**src/sv/cd3_pkg.sv**
```systemverilog
// ----------------------------------------------------------------------------
// cd3_pkg
// Widths, constants and stage payload types for the 3-D cosine distance pipe.
// ----------------------------------------------------------------------------
package cd3_pkg;

    localparam int CW     = 16;
    localparam int FB     = 16;

    localparam int IN_W   = 6 * CW;
    localparam int PROD_W = 2 * CW;
    localparam int DOT_W  = 2 * CW + 2;
    localparam int LEN_W  = 2 * CW;
    localparam int L_W    = 4 * CW;
    localparam int QW     = 2 * FB + 1;
    localparam int RW     = FB + 1;
    localparam int OUT_W  = FB + 2;
    localparam int OUT_TDATA_W = ((OUT_W + 7) / 8) * 8;

    localparam logic [RW-1:0]    ONE_ROOT = RW'(1) << FB;
    localparam logic [OUT_W-1:0] ONE_OUT  = OUT_W'(1) << FB;
    localparam logic [OUT_W-1:0] TWO_OUT  = OUT_W'(1) << (FB + 1);

    typedef struct packed {
        logic [L_W:0]   rem;
        logic [L_W-1:0] den;
        logic [QW-1:0]  quo;
        logic           neg;
        logic           degen;
    } div_t;

    typedef struct packed {
        logic [2*RW-1:0] rad;
        logic [RW+1:0]   rem;
        logic [RW-1:0]   root;
        logic            neg;
        logic            degen;
    } sqrt_t;

endpackage

```
**src/sv/cd3_sqrt_stage.sv**
```systemverilog
// ----------------------------------------------------------------------------
// cd3_sqrt_stage
// One digit-by-digit integer square root step: one root bit per stage.
// ----------------------------------------------------------------------------
module cd3_sqrt_stage
(
    input  logic           clk,
    input  logic           rst_n,
    input  logic           in_valid,
    output logic           in_ready,
    input  cd3_pkg::sqrt_t in_data,
    output logic           out_valid,
    input  logic           out_ready,
    output cd3_pkg::sqrt_t out_data
);
    import cd3_pkg::*;

    logic          vld_reg;
    sqrt_t         s_reg, s_next;
    logic [RW+3:0] cur, trial, diff;
    logic          ge;

    assign in_ready = !vld_reg || out_ready;

    always_comb
    begin
        cur         = {in_data.rem, in_data.rad[2*RW-1 -: 2]};
        trial       = (RW+4)'({in_data.root, 2'b01});
        ge          = cur >= trial;
        diff        = ge ? (cur - trial) : cur;
        s_next      = in_data;
        s_next.rem  = diff[RW+1:0];
        s_next.root = {in_data.root[RW-2:0], ge};
        s_next.rad  = {in_data.rad[2*RW-3:0], 2'b00};
    end

    always_ff @(posedge clk or negedge rst_n)
    begin
        if (!rst_n)
            vld_reg <= 1'b0;
        else if (in_ready)
            vld_reg <= in_valid;
    end

    always_ff @(posedge clk)
    begin
        if (in_ready)
            s_reg <= s_next;
    end

    assign out_valid = vld_reg;
    assign out_data  = s_reg;

endmodule

```
**config.mk**
```make
export PLATFORM = sky130hd
export DESIGN_NAME = cd3_sqrt_stage
export DESIGN_NICKNAME = d
export VERILOG_FILES = /design/src/sv/cd3_pkg.sv /design/src/sv/cd3_sqrt_stage.sv
export SDC_FILE = /design/constraint.sdc
export NUM_CORES = 1
export LEC_CHECK = 0
export ABC_AREA = 1
export BUFFER_PORTS_ARGS = -buffer_cell sky130_fd_sc_hd__buf_2
export CAP_MARGIN = 10
export CORE_UTILIZATION = 52
export CTS_CLUSTER_SIZE = 25
export DETAILED_ROUTE_END_ITERATION = 12
export PLACE_DENSITY_LB_ADDON = 0.3
export REMOVE_ABC_BUFFERS = 1
export SETUP_SLACK_MARGIN = 0.3
export SYNTH_ARGS = -nofsm -noshare
export SYNTH_HDL_FRONTEND = slang
export SYNTH_SLANG_ARGS = --single-unit
export TNS_END_PERCENT = 30
```
**constraint.sdc**
```tcl
create_clock -name clk -period 6.75 [get_ports clk]
set_clock_uncertainty 0.2 [all_clocks]
set_input_delay 0.675 -clock clk [delete_from_list [all_inputs] [get_ports clk]]
set_output_delay 0.675 -clock clk [all_outputs]
set_load 0.005 [all_outputs]
```
==> Yosys cells after proc, flatten, opt, wreduce, memory -nomap -nowiden <==
Index checks and enable logic that the tools add are counted.
{ "word_totals": {"latch_bits": 0, "romBits": 0, "mem_count": 0, "out_inout_bits": 74, "ff_bits": 71, "wordCells": 11, "ram_bits": 0} }
{ "op_classes": {"mul": 0, "n_mux": 1, "shift": 0, "n_lt_le_gt_ge": 1, "add_sub_neg": 1, "reduce_logical": 2, "eq_ne": 0, "n_bitwise": 0, "div_mod_pow": 0} }
{ "op_table": {"columns": ["operator", "count"], "rows": [
  ["$ge 21x19->1", 1],
  ["$mux 19", 1],
  ["$sub 19x19->19", 1],
  ["$logic_not 1->1", 1],
  ["$logic_or 1x1->1", 1]
]} }

==> Depth between registers and ports, before layout <==
{ "logic_depth": {"word_depth": 2, "ltp_mapped": 13, "mapped_depth_nobuf": 13} }

==> Worst setup path before layout <==
Ideal clock, no wire load.
{ "synth_timing": {"path_kind": "in2out", "startpoint": "input out_ready", "endpoint": "output in_ready", "setup_slack_ns": 3.642, "cell_stages": 2, "arrival_time_ns": 2.233, "required_ns": 5.875, "cell_sequence": "inv_1 -> nand2_1"} }
{ "synth_via": {"elab_chain_len": 1} }
{ "synth_lines": {"columns": ["item", "line", "text"], "rows": [
  ["from (decl)", "cd3_sqrt_stage.sv:13", "input logic out_ready,"],
  ["$logic_or 1x1->1", "cd3_sqrt_stage.sv:23", "assign in_ready = !vld_reg || out_ready;"],
  ["to (decl)", "cd3_sqrt_stage.sv:10", "output logic in_ready,"]
]} }
Every way passes these cells.

==> Final worst setup path <==
Same ends and word-level chain as after synthesis.

==> impl_metrics.ini <==
[power_and_ir_drop]
p_clk_frac = 0.275
switchingPower_mw = 0.293
power.internal_mw = 0.758
vdd_drop_max_mv = 0.100
p_leak_nw = 2.41
combPwrFrac = 0.206
cellPowerDensity_mw_per_mm2 = 223
netSwitchingFraction = 0.279
totalPowerFinal_mw = 1.05
pwr-share-seq = 0.519

[die]
initial_core_util = 0.543
fp.dieH_um = 86.7
core_area_sq_mm = 0.00687
ios = 150
rows = 30
die_x_um = 86.7
dieArea_sq_mm = 0.00752

[layout]
drive_gt1_frac = 0.353
final_cells = 634
nets = 628
area_growth_pct = 26.5
antenna_cells = 0
n_fill_cell = 560
multi_input_area_sq_mm = 0.00134
seq_area_sq_mm = 0.00213

[placement]
gp_congestion = 0.850
place_inst = 617
io_buffer_count = 147
dpl.hpwl_mm = 6.37

[cts]
cts-htree-levels = 3
cts_tree = done
clk_pin_slew_ps = 70
clkLatencyLatePin_ps = 340
cts_resized = 0
cts_buffers = 9
hold_buffers = 1
clockBufferDepth = 2
cts_setup_buffers = 0
clockRootBuffer = clkbuf_8
clock-sinks = 71

[grt]
grt_max_degree = 40
grt_overflow = 0
grt_pass1_wl_mm = 13.1
grt_pass1_vias = 2914
grtUsageTotal = 0.227
globalRouteMet1Util = 0.258
use_met3 = 0.0638
antenna_found_initial = 0
grt-busiest-layer = met2
global_route.usage.met2 = 0.416

[synthesis]
synth.avg_cell_area_sq_um = 9.87
yosysTopAreaCellShare = 0.563
yosys.area.top_type = edfxtp_1
synthCells = 378
syn_area_sq_mm = 0.00373
synthArstFlopShare = 0.0141
synth-edff-count = 70
yosysMostFrequentCell = nand2_1
synth.top_cells.by_area = edfxtp_1, nand2_1, ha_1
synth_common_cells = nand2_1, edfxtp_1, inv_1
synth_flop_cell = edfxtp_1
synth_warnings = 0
synthDistinctLibCells = 27
ys_seq_area_frac = 0.570
ys_seq_elements = 71

[setup_path]
crit_path_end_kind = output pin
crit_required_ps = 5880
cp_max_fo = 39
timing.rr.start = out_valid
path_buf_inv = 4
worstSetupStartpoint = out_ready
crit_path_frequent_cell = buf_2
path_cells = buf_2 > inv_1 > nand2_4 > buf_4 > buf_2
crit_family = buffers and inverters
max_stage_delay_ps = 520
crit_arrival_ps = 1870
critPathSlowestCell = buf_4
timing.setup.critical_path_class = in -> out
startpoint_type = primary input

[timing]
slew_headroom = 0.628
final-max-slew-violation-count = 0
fin_crit_sh = 0.407
fin_setup_tns_ps = 0
max_freq_mhz = 364
rsz0062_at_grt = no
whs_ps = 303
period_needed_ps = 2750
tightest_slew_ps = 556
finalHoldViolations = 0
finalSetupViolCount = 0

[drt]
drt_iter0_drc = 113
drc = 0
vias_per_cell = 4.85
wl_per_cell_um = 13.2
vias = 3075
wl_mm = 8.36
ant_nets = 0
first_pass_iters = 4

[min_path]
hp-class = in -> reg
hp-start = in_data[69]

[run_status]
status = completed

[flow_run]
drv_cap = 0
==> cell usage in the layout, fill, tap and decap left out, types with 3 or more instances in the layout <==
cell type / n
buf_2: 147
o21ai_0: 4
nor2_1: 21
xor2_1: 8
nand3_1: 31
nand2_4: 3
ha_1: 19
clkbuf_8: 9
edfxtp_1: 70
nand2_1: 113
inv_2: 4
nand3_2: 10
nand3b_1: 5
nand2_2: 5
inv_1: 52
a21oi_1: 15
nor3_1: 3
==> power by group through the flow <==
stage / Sequential [mW] / Clock, mW / Combinational [mW]
6_report: 0.546 / 0.289 / 0.217
5_1_grt: 0.550 / 0.311 / 0.245
4_1_cts: 0.546 / 0.298 / 0.218
3_5_place_dp: 0.555 / 0 / 0.217
3_3_place_gp: 0.555 / 0 / 0.212
2_1_floorplan: 0.565 / 0 / 0.116
==> final cells by class <==
type,instances,area share
Clock buffer,10,0.0270
Clock inverter,6,0.00795
Inverter,56,0.0445
Multi-Input combinational cell,246,0.285
Sequential cell,71,0.451
Tap cell,96,0.0255
Timing Repair Buffer,149,0.160
==> logic make-up (layout without fill, tap and decap cells) <==
kind of cell / count (synthesis) / count (layout) / synth area share
and+or+nand+nor: 196 / 196 / 0.243
DFF: 71 / 71 / 0.570
buffers and inverters: 62 / 221 / 0.0728
AOI/OAI and AO/OA: 21 / 21 / 0.0302
adders and majority gates: 19 / 19 / 0.0637
xor gates and xnor gates: 8 / 8 / 0.0188
other: 1 / 2 / 0.00101
==> metrics by stage <==
step           instance area, sq um  worst slack (ps)  utilization
2_1_floorplan                  3670              3640            -
3_3_place_gp                   4540              3750        0.662
4_1_cts                        4720              3980        0.687
3_5_place_dp                   4540              3690        0.662
5_1_grt                        4720              3890        0.687
6_report                       4720              4000        0.687
==> registers in the layout (all words and copies together), names as in the netlist <==
register and count:
out_data 70, out_valid 1
==> worst reg2reg max path: stages, from the launching register on <==
cell and delay (ps):
dfrtp_1 410, nand2_4 350, buf_4 530
==> routing by layer <==
layer | part of all wire | vias up
li1 | - | 1555
met1 | 0.41 | 1399
met2 | 0.51 | 114
met3 | 0.074 | 7
met4 | 0.0089 | 0
met5 | 0 | -
==> final timing paths <==
path | end | slack [ps] | depth (start not counted)
setup reg to reg | out_data[6] | 4900 | 2
setup / recovery | in_ready | 4000 | 5
hold reg to reg | out_data[48] | 700 | 1
min in group asynchronous | out_valid | 430 | 2
max in group asynchronous | out_valid | 5840 | 2
hold / removal | out_data[71] | 300 | 1
No activity file was read; power rests on OpenSTA's default activity.
