## config.mk

```make
export PLATFORM = sky130hd
export DESIGN_NAME = cd3_div_stage
export DESIGN_NICKNAME = d
export VERILOG_FILES = /design/src/sv/cd3_pkg.sv /design/src/sv/cd3_div_stage.sv
export SDC_FILE = /design/constraint.sdc
export NUM_CORES = 1
export LEC_CHECK = 0
export BUFFER_PORTS_ARGS = -buffer_cell sky130_fd_sc_hd__buf_4
export CORE_ASPECT_RATIO = 1.2
export CORE_MARGIN = 2
export CORE_UTILIZATION = 56
export CTS_CLUSTER_SIZE = 28
export DETAILED_ROUTE_END_ITERATION = 10
export PLACE_DENSITY = 0.87
export SETUP_SLACK_MARGIN = 0.3
export SKIP_LAST_GASP = 1
export SYNTH_ARGS = -nofsm -noshare
export SYNTH_HDL_FRONTEND = slang
export SYNTH_SLANG_ARGS = --single-unit
```

## constraint.sdc

```tcl
create_clock -name clk -period 10.6 [get_ports clk]
set_clock_uncertainty 0.15 [all_clocks]
set_input_delay 1.59 -clock clk [delete_from_list [all_inputs] [get_ports clk]]
set_output_delay 1.59 -clock clk [all_outputs]
set_load 0.02 [all_outputs]
```

## src/sv/cd3_pkg.sv

```systemverilog
// ----------------------------------------------------------------------------
// cd3_pkg
// Widths, constants and stage payload types for the 3-D cosine distance pipe.
// ----------------------------------------------------------------------------
package cd3_pkg;

    localparam int CW     = 16;
    localparam int FB     = 16;

    localparam int IN_W   = 6 * CW;
    localparam int PROD_W = 2 * CW;
    localparam int DOT_W  = 2 * CW + 2;
    localparam int LEN_W  = 2 * CW;
    localparam int L_W    = 4 * CW;
    localparam int QW     = 2 * FB + 1;
    localparam int RW     = FB + 1;
    localparam int OUT_W  = FB + 2;
    localparam int OUT_TDATA_W = ((OUT_W + 7) / 8) * 8;

    localparam logic [RW-1:0]    ONE_ROOT = RW'(1) << FB;
    localparam logic [OUT_W-1:0] ONE_OUT  = OUT_W'(1) << FB;
    localparam logic [OUT_W-1:0] TWO_OUT  = OUT_W'(1) << (FB + 1);

    typedef struct packed {
        logic [L_W:0]   rem;
        logic [L_W-1:0] den;
        logic [QW-1:0]  quo;
        logic           neg;
        logic           degen;
    } div_t;

    typedef struct packed {
        logic [2*RW-1:0] rad;
        logic [RW+1:0]   rem;
        logic [RW-1:0]   root;
        logic            neg;
        logic            degen;
    } sqrt_t;

endpackage

```

## src/sv/cd3_div_stage.sv

```systemverilog
// ----------------------------------------------------------------------------
// cd3_div_stage
// One restoring division step: one quotient bit per stage.
// ----------------------------------------------------------------------------
module cd3_div_stage
(
    input  logic          clk,
    input  logic          rst_n,
    input  logic          in_valid,
    output logic          in_ready,
    input  cd3_pkg::div_t in_data,
    output logic          out_valid,
    input  logic          out_ready,
    output cd3_pkg::div_t out_data
);
    import cd3_pkg::*;

    logic         vld_reg;
    div_t         d_reg, d_next;
    logic         ge;
    logic [L_W:0] diff;

    assign in_ready = !vld_reg || out_ready;

    always_comb
    begin
        ge         = in_data.rem >= {1'b0, in_data.den};
        diff       = ge ? (in_data.rem - {1'b0, in_data.den}) : in_data.rem;
        d_next     = in_data;
        d_next.rem = {diff[L_W-1:0], 1'b0};
        d_next.quo = {in_data.quo[QW-2:0], ge};
    end

    always_ff @(posedge clk or negedge rst_n)
    begin
        if (!rst_n)
            vld_reg <= 1'b0;
        else if (in_ready)
            vld_reg <= in_valid;
    end

    always_ff @(posedge clk)
    begin
        if (in_ready)
            d_reg <= d_next;
    end

    assign out_valid = vld_reg;
    assign out_data  = d_reg;

endmodule

```

; ---- Word level (Yosys, flattened, before mapping)
; Cells that the tools add are included.
[classes]
n_addsub = 1
reduce_logical = 2
n_lt_le_gt_ge = 1
muxes = 1
[op_table]
columns = op, n
row1 = $ge A65 B64 Y1, 1
row2 = $mux W64, 1
row3 = $sub A64 B64 Y64, 1
row4 = $logic_not A1 Y1, 1
row5 = $logic_or A1 B1 Y1, 1
[word_totals]
register_bits = 164
elab_cells = 11

; ---- Longest topological paths before layout
[depth]
depth_word = 2
ltp_mapped = 16
ltp_nobuf = 12

; ---- Worst setup path after synthesis
; OpenSTA, ideal clock, no wires.
[synth_timing]
path_type = input port to output port
from = in out_ready
to = out in_ready
cell_stages = 1
n_path_buf = 0
required_time_ps = 8860
slack_ps = 3192
arrival_time_ps = 5668
cell_sequence = nand2b_1
[synth_via]
elab_chain_len = 1
[synth_rtl]
columns = item, line_no
row1 = "start, declared", cd3_div_stage.sv:13  ; input logic out_ready,
row2 = $logic_or A1 B1 Y1, cd3_div_stage.sv:23  ; assign in_ready = !vld_reg || out_ready;
row3 = "end, declared", cd3_div_stage.sv:10  ; output logic in_ready,
; Every way passes these cells.

; ---- Worst setup path after layout
[layout_timing]
from = in in_data[51] (netlist bit)
to = reg d_reg, in the netlist out_data[139], data pin
[layout_via]
elab_chain_len = 2
word_cells_on_any_way = 3
classes_between = add/sub: 1 / order compare: 1 / mux: 1
[layout_rtl]
columns = item, line_no
row1 = "start, declared", cd3_div_stage.sv:11  ; input cd3_pkg::div_t in_data,
row2 = $sub A64 B64 Y64 / $ge A65 B64 Y1 (equally long branches), "cd3_div_stage.sv:28, cd3_div_stage.sv:27"
row3 = $mux W64 *, cd3_div_stage.sv:28  ; diff = ge ? (in_data.rem - {1'b0, in_data.den}) : in_data.rem;
row4 = via diff[39], cd3_div_stage.sv:21  ; logic [L_W:0] diff;
row5 = "end signal, assigned", cd3_div_stage.sv:45  ; d_reg <= d_next;
row6 = "end, declared", cd3_div_stage.sv:19  ; div_t d_reg, d_next;
; The timed path passes the listed nets; every way through them passes the cells marked *.
; A chain may end at the register's enable or synchronous reset.

==> results.md <==
- Status: completed
- Vias in the first global route: 8948
- Crit path largest cell delay: 0.68 ns
- Kind of critical path: in -> reg
- Grt met1 use: just under 40%
- Syn. warnings: 0
- Critical path, cell by cell: buf_4, inv_1, ha_1, a2111oi_0, o221ai_1, o211ai_1, o211ai_1, a21oi_1, o21bai_1, o21ai_0, mux2_2, o31a_1
- Final nets: 1504
- Via/cell ratio: 6.12
- Met3 Track Usage GR: between 6 and 7%
- Initial DRC count: 812
- Share of cells above drive strength 1: 30.0%
- Final Power: 2.10 mW
- Antenna Diode Count: 0
- Root buffer cell: clkbuf_16
- R2R depth: 2
- Final hold viol count: 0
- Initial Util: 57.5%
- Crit path DAT: ~5.3 ns
- Worst path required time: 10.64 ns
- Worst Path Max Fanout: 7
- Mapped Area: 10100 um^2
- CTS Sinks: 164
- Final period util: 49.2%
- Final min period: 5.21 ns
- Post-Synth Simple-Gate Area: between 10 and 15%
- Fill count: around 1200
- Post-Synth XOR/XNOR Area: 4.07%
- Endpoint class of the critical path: register
- Gpl congestion: 0.931
- Max_cap viols: 0
- Worst-Margin Slew: about 0.97 ns
- Fmax achieved: 0.192 GHz
- CTS tree: built
- DRC: 0
- Adder-Cell Fraction of Synth Area: 8.12%
- Worst vdd ir: 0.0997 mV
- Final worst slack: around 5.4 ns
- WL final: 31800 um
- Util after Layout: 75.8%
- Setup TNS: 0 ns
- Drt wl/cell: 21.1 um
- Syn_nets: 1186
- Clock power frac: roughly 31%
- Startpoint types: input pin
- Syn Inst Count: 953
- Max stage delay cell, worst path: a2111oi_0
- Dominant cells by area after synthesis: edfxtp_1 48%, ha_1 7.9%, mux2_1 4.2%
- Initial antenna violation count: 0
- Post-synth ARST share: less than 1%
- Largest net degree at the start of global routing: 78
- Combinational family with the most area after synthesis: compound AO/OA/AOI/OAI gates
- Num ports: between 300 and 400
- Flop pwr share: 39.6%
- Die Y: 151 um
- Post-DP HPWL: about 23000 um
- Pre-CTS setup slack: 5.23 ns
- Pwr/cell area: between 150 and 200 nW/um^2
- Final setup vio count: 0
- Clock slew at reported path FFs: 0.07 ns
- Synthesis-to-layout area growth: 31.9%
- Mean Syn Cell Area: 10.6 um^2
- Static Leak: 5.89 nW
- CP most frequent cell: o211ai_1
- Die area: 19100 um^2
- Synth unique cells: between 70 and 80
- Max-slew violations: 0
- TritonCTS Buffers: 17
- Post-synth top cells: 163 x edfxtp_1, 86 x inv_1, 84 x a21oi_1, 64 x ha_1, 62 x nand2_1
- Max transition margin: 35.2%
- Post-CTS Setup Bufs: 0
- Post-CTS sizing: 0
- Sw Share: about a third
- H-tree depth: 4
- Register area share after synthesis: 48.7%
- Mux share of post-synthesis cell area: under 10%
- Int Power: 1.42 mW
- Sw power: around 680 uW
- Logic gate share of total power: 29.7%
- Count of input and output buffers: 331
- 1st-pass router iterations: 9
- Vias: 9209
- RSZ-0062 raised after global routing: false
- Hold_buf cts: 0
- Most used DFF post-synth: edfxtp_1
- Layer with the highest usage: met2
- Post-synth EDFFs: 163
- Chip width: 127 um
- Row Count: 53
- Hold Path Class: in -> async
- Worst-Skew Late Latency: between 0.4 and 0.5 ns
- Met2 Track Usage GR: 56.3%
- CTS Buffer Depth: 2
- Cell taking the most area after synthesis: edfxtp_1
- Share of the synthesized area in the top cell type: around half
- Grt total ovfl: 0
- GRT Overall Usage: 32.0%
- Core ar.: 17600 um^2
- First-pass GRT wire length: 47500 um
- Synth Area in Compound Gates: between 10% and 20%
- Yosys reg bits: 164
- Top-count cell post-synth: edfxtp_1
- Remaining antenna violation count: 0
layer usage:
| metal | up-vias | share of wire, % |
|---|---|---|
| li1 | 4201 | - |
| met1 | 4372 | 37 |
| met2 | 538 | 51 |
| met3 | 98 | 8.2 |
| met4 | 0 | 3.4 |
| met5 | - | 0 |
final cells by class:
type,instances,area [um^2],share of cell area [%]
timing repair buffer,336,2520,18.9
inverter,87,332,2.49
tap,220,275,2.07
clock buffer,18,429,3.22
multi-input combinational,665,4670,35.1
clock inverter,14,175,1.31
sequential,164,4920,36.9
registers in the layout, indices dropped and copies added (netlist names):
name       cells
out_valid      1
out_data     163
power groups by stage:
stage	Sequential, mW	Combinational, mW	Clock [mW]
finish	0.830	0.622	0.645
CTS	0.830	0.614	0.645
detailed placement	0.842	0.605	0
global route	0.836	0.661	0.672
floorplan	0.943	0.270	0
global placement	0.839	0.593	0
layout by cell type, fill, tap and decap left out, types with 21 or more instances in the layout:
cell type | Yosys | routed
inv_1 | 86 | 86
nand4_1 | 21 | 21
ha_1 | 64 | 64
mux2_1 | 38 | 38
buf_4 | 1 | 336
o21ai_0 | 44 | 44
nand3_1 | 39 | 39
nor2_1 | 44 | 44
xnor2_1 | 32 | 32
edfxtp_1 | 163 | 163
a21oi_1 | 84 | 84
a21o_1 | 25 | 25
nand2_1 | 62 | 62
cells by family after synthesis:
kind of cell             Yosys count
AO/OA/AOI/OAI                    261
AND/OR/NAND/NOR                  248
flip-flops                       164
buffers and inverters            124
adder cells (fa/ha/maj)           65
XOR/XNOR                          47
multiplexers                      43
other                              1
per-stage QoR:
| stage | hold slack, ns | std cells | cell area (um^2) |
|---|---|---|---|
| final | 0.761 | 1504 | 13300 |
| after global routing | 0.752 | 1504 | 13300 |
| after CTS | 0.752 | 1504 | 13300 |
| after detailed placement | 0.942 | 1472 | 12700 |
| after global placement | 0.896 | 1472 | 12700 |
| after floorplan | 1.14 | 953 | 10100 |
path summary, 6_finish.rpt:
path	from	to	slack, ns
max	in_data[51]	out_data[139]	5.39
min	rst_n	out_valid	0.76
max reg2reg	out_valid	out_data[100]	8.22
min reg2reg	out_valid	out_data[23]	0.92
max in group asynchronous	rst_n	out_valid	9.46
min in group clk	out_valid	out_data[23]	0.92
critical path, delay by kind of cell:
| family | cells | cell delay (ns) |
|---|---|---|
| fa+ha+maj | 1 | 0.37 |
| buf+inv | 2 | 0.14 |
| mux | 1 | 0.38 |
| compound gates | 8 | 2.79 |
(Power assumes the default switching activity.)
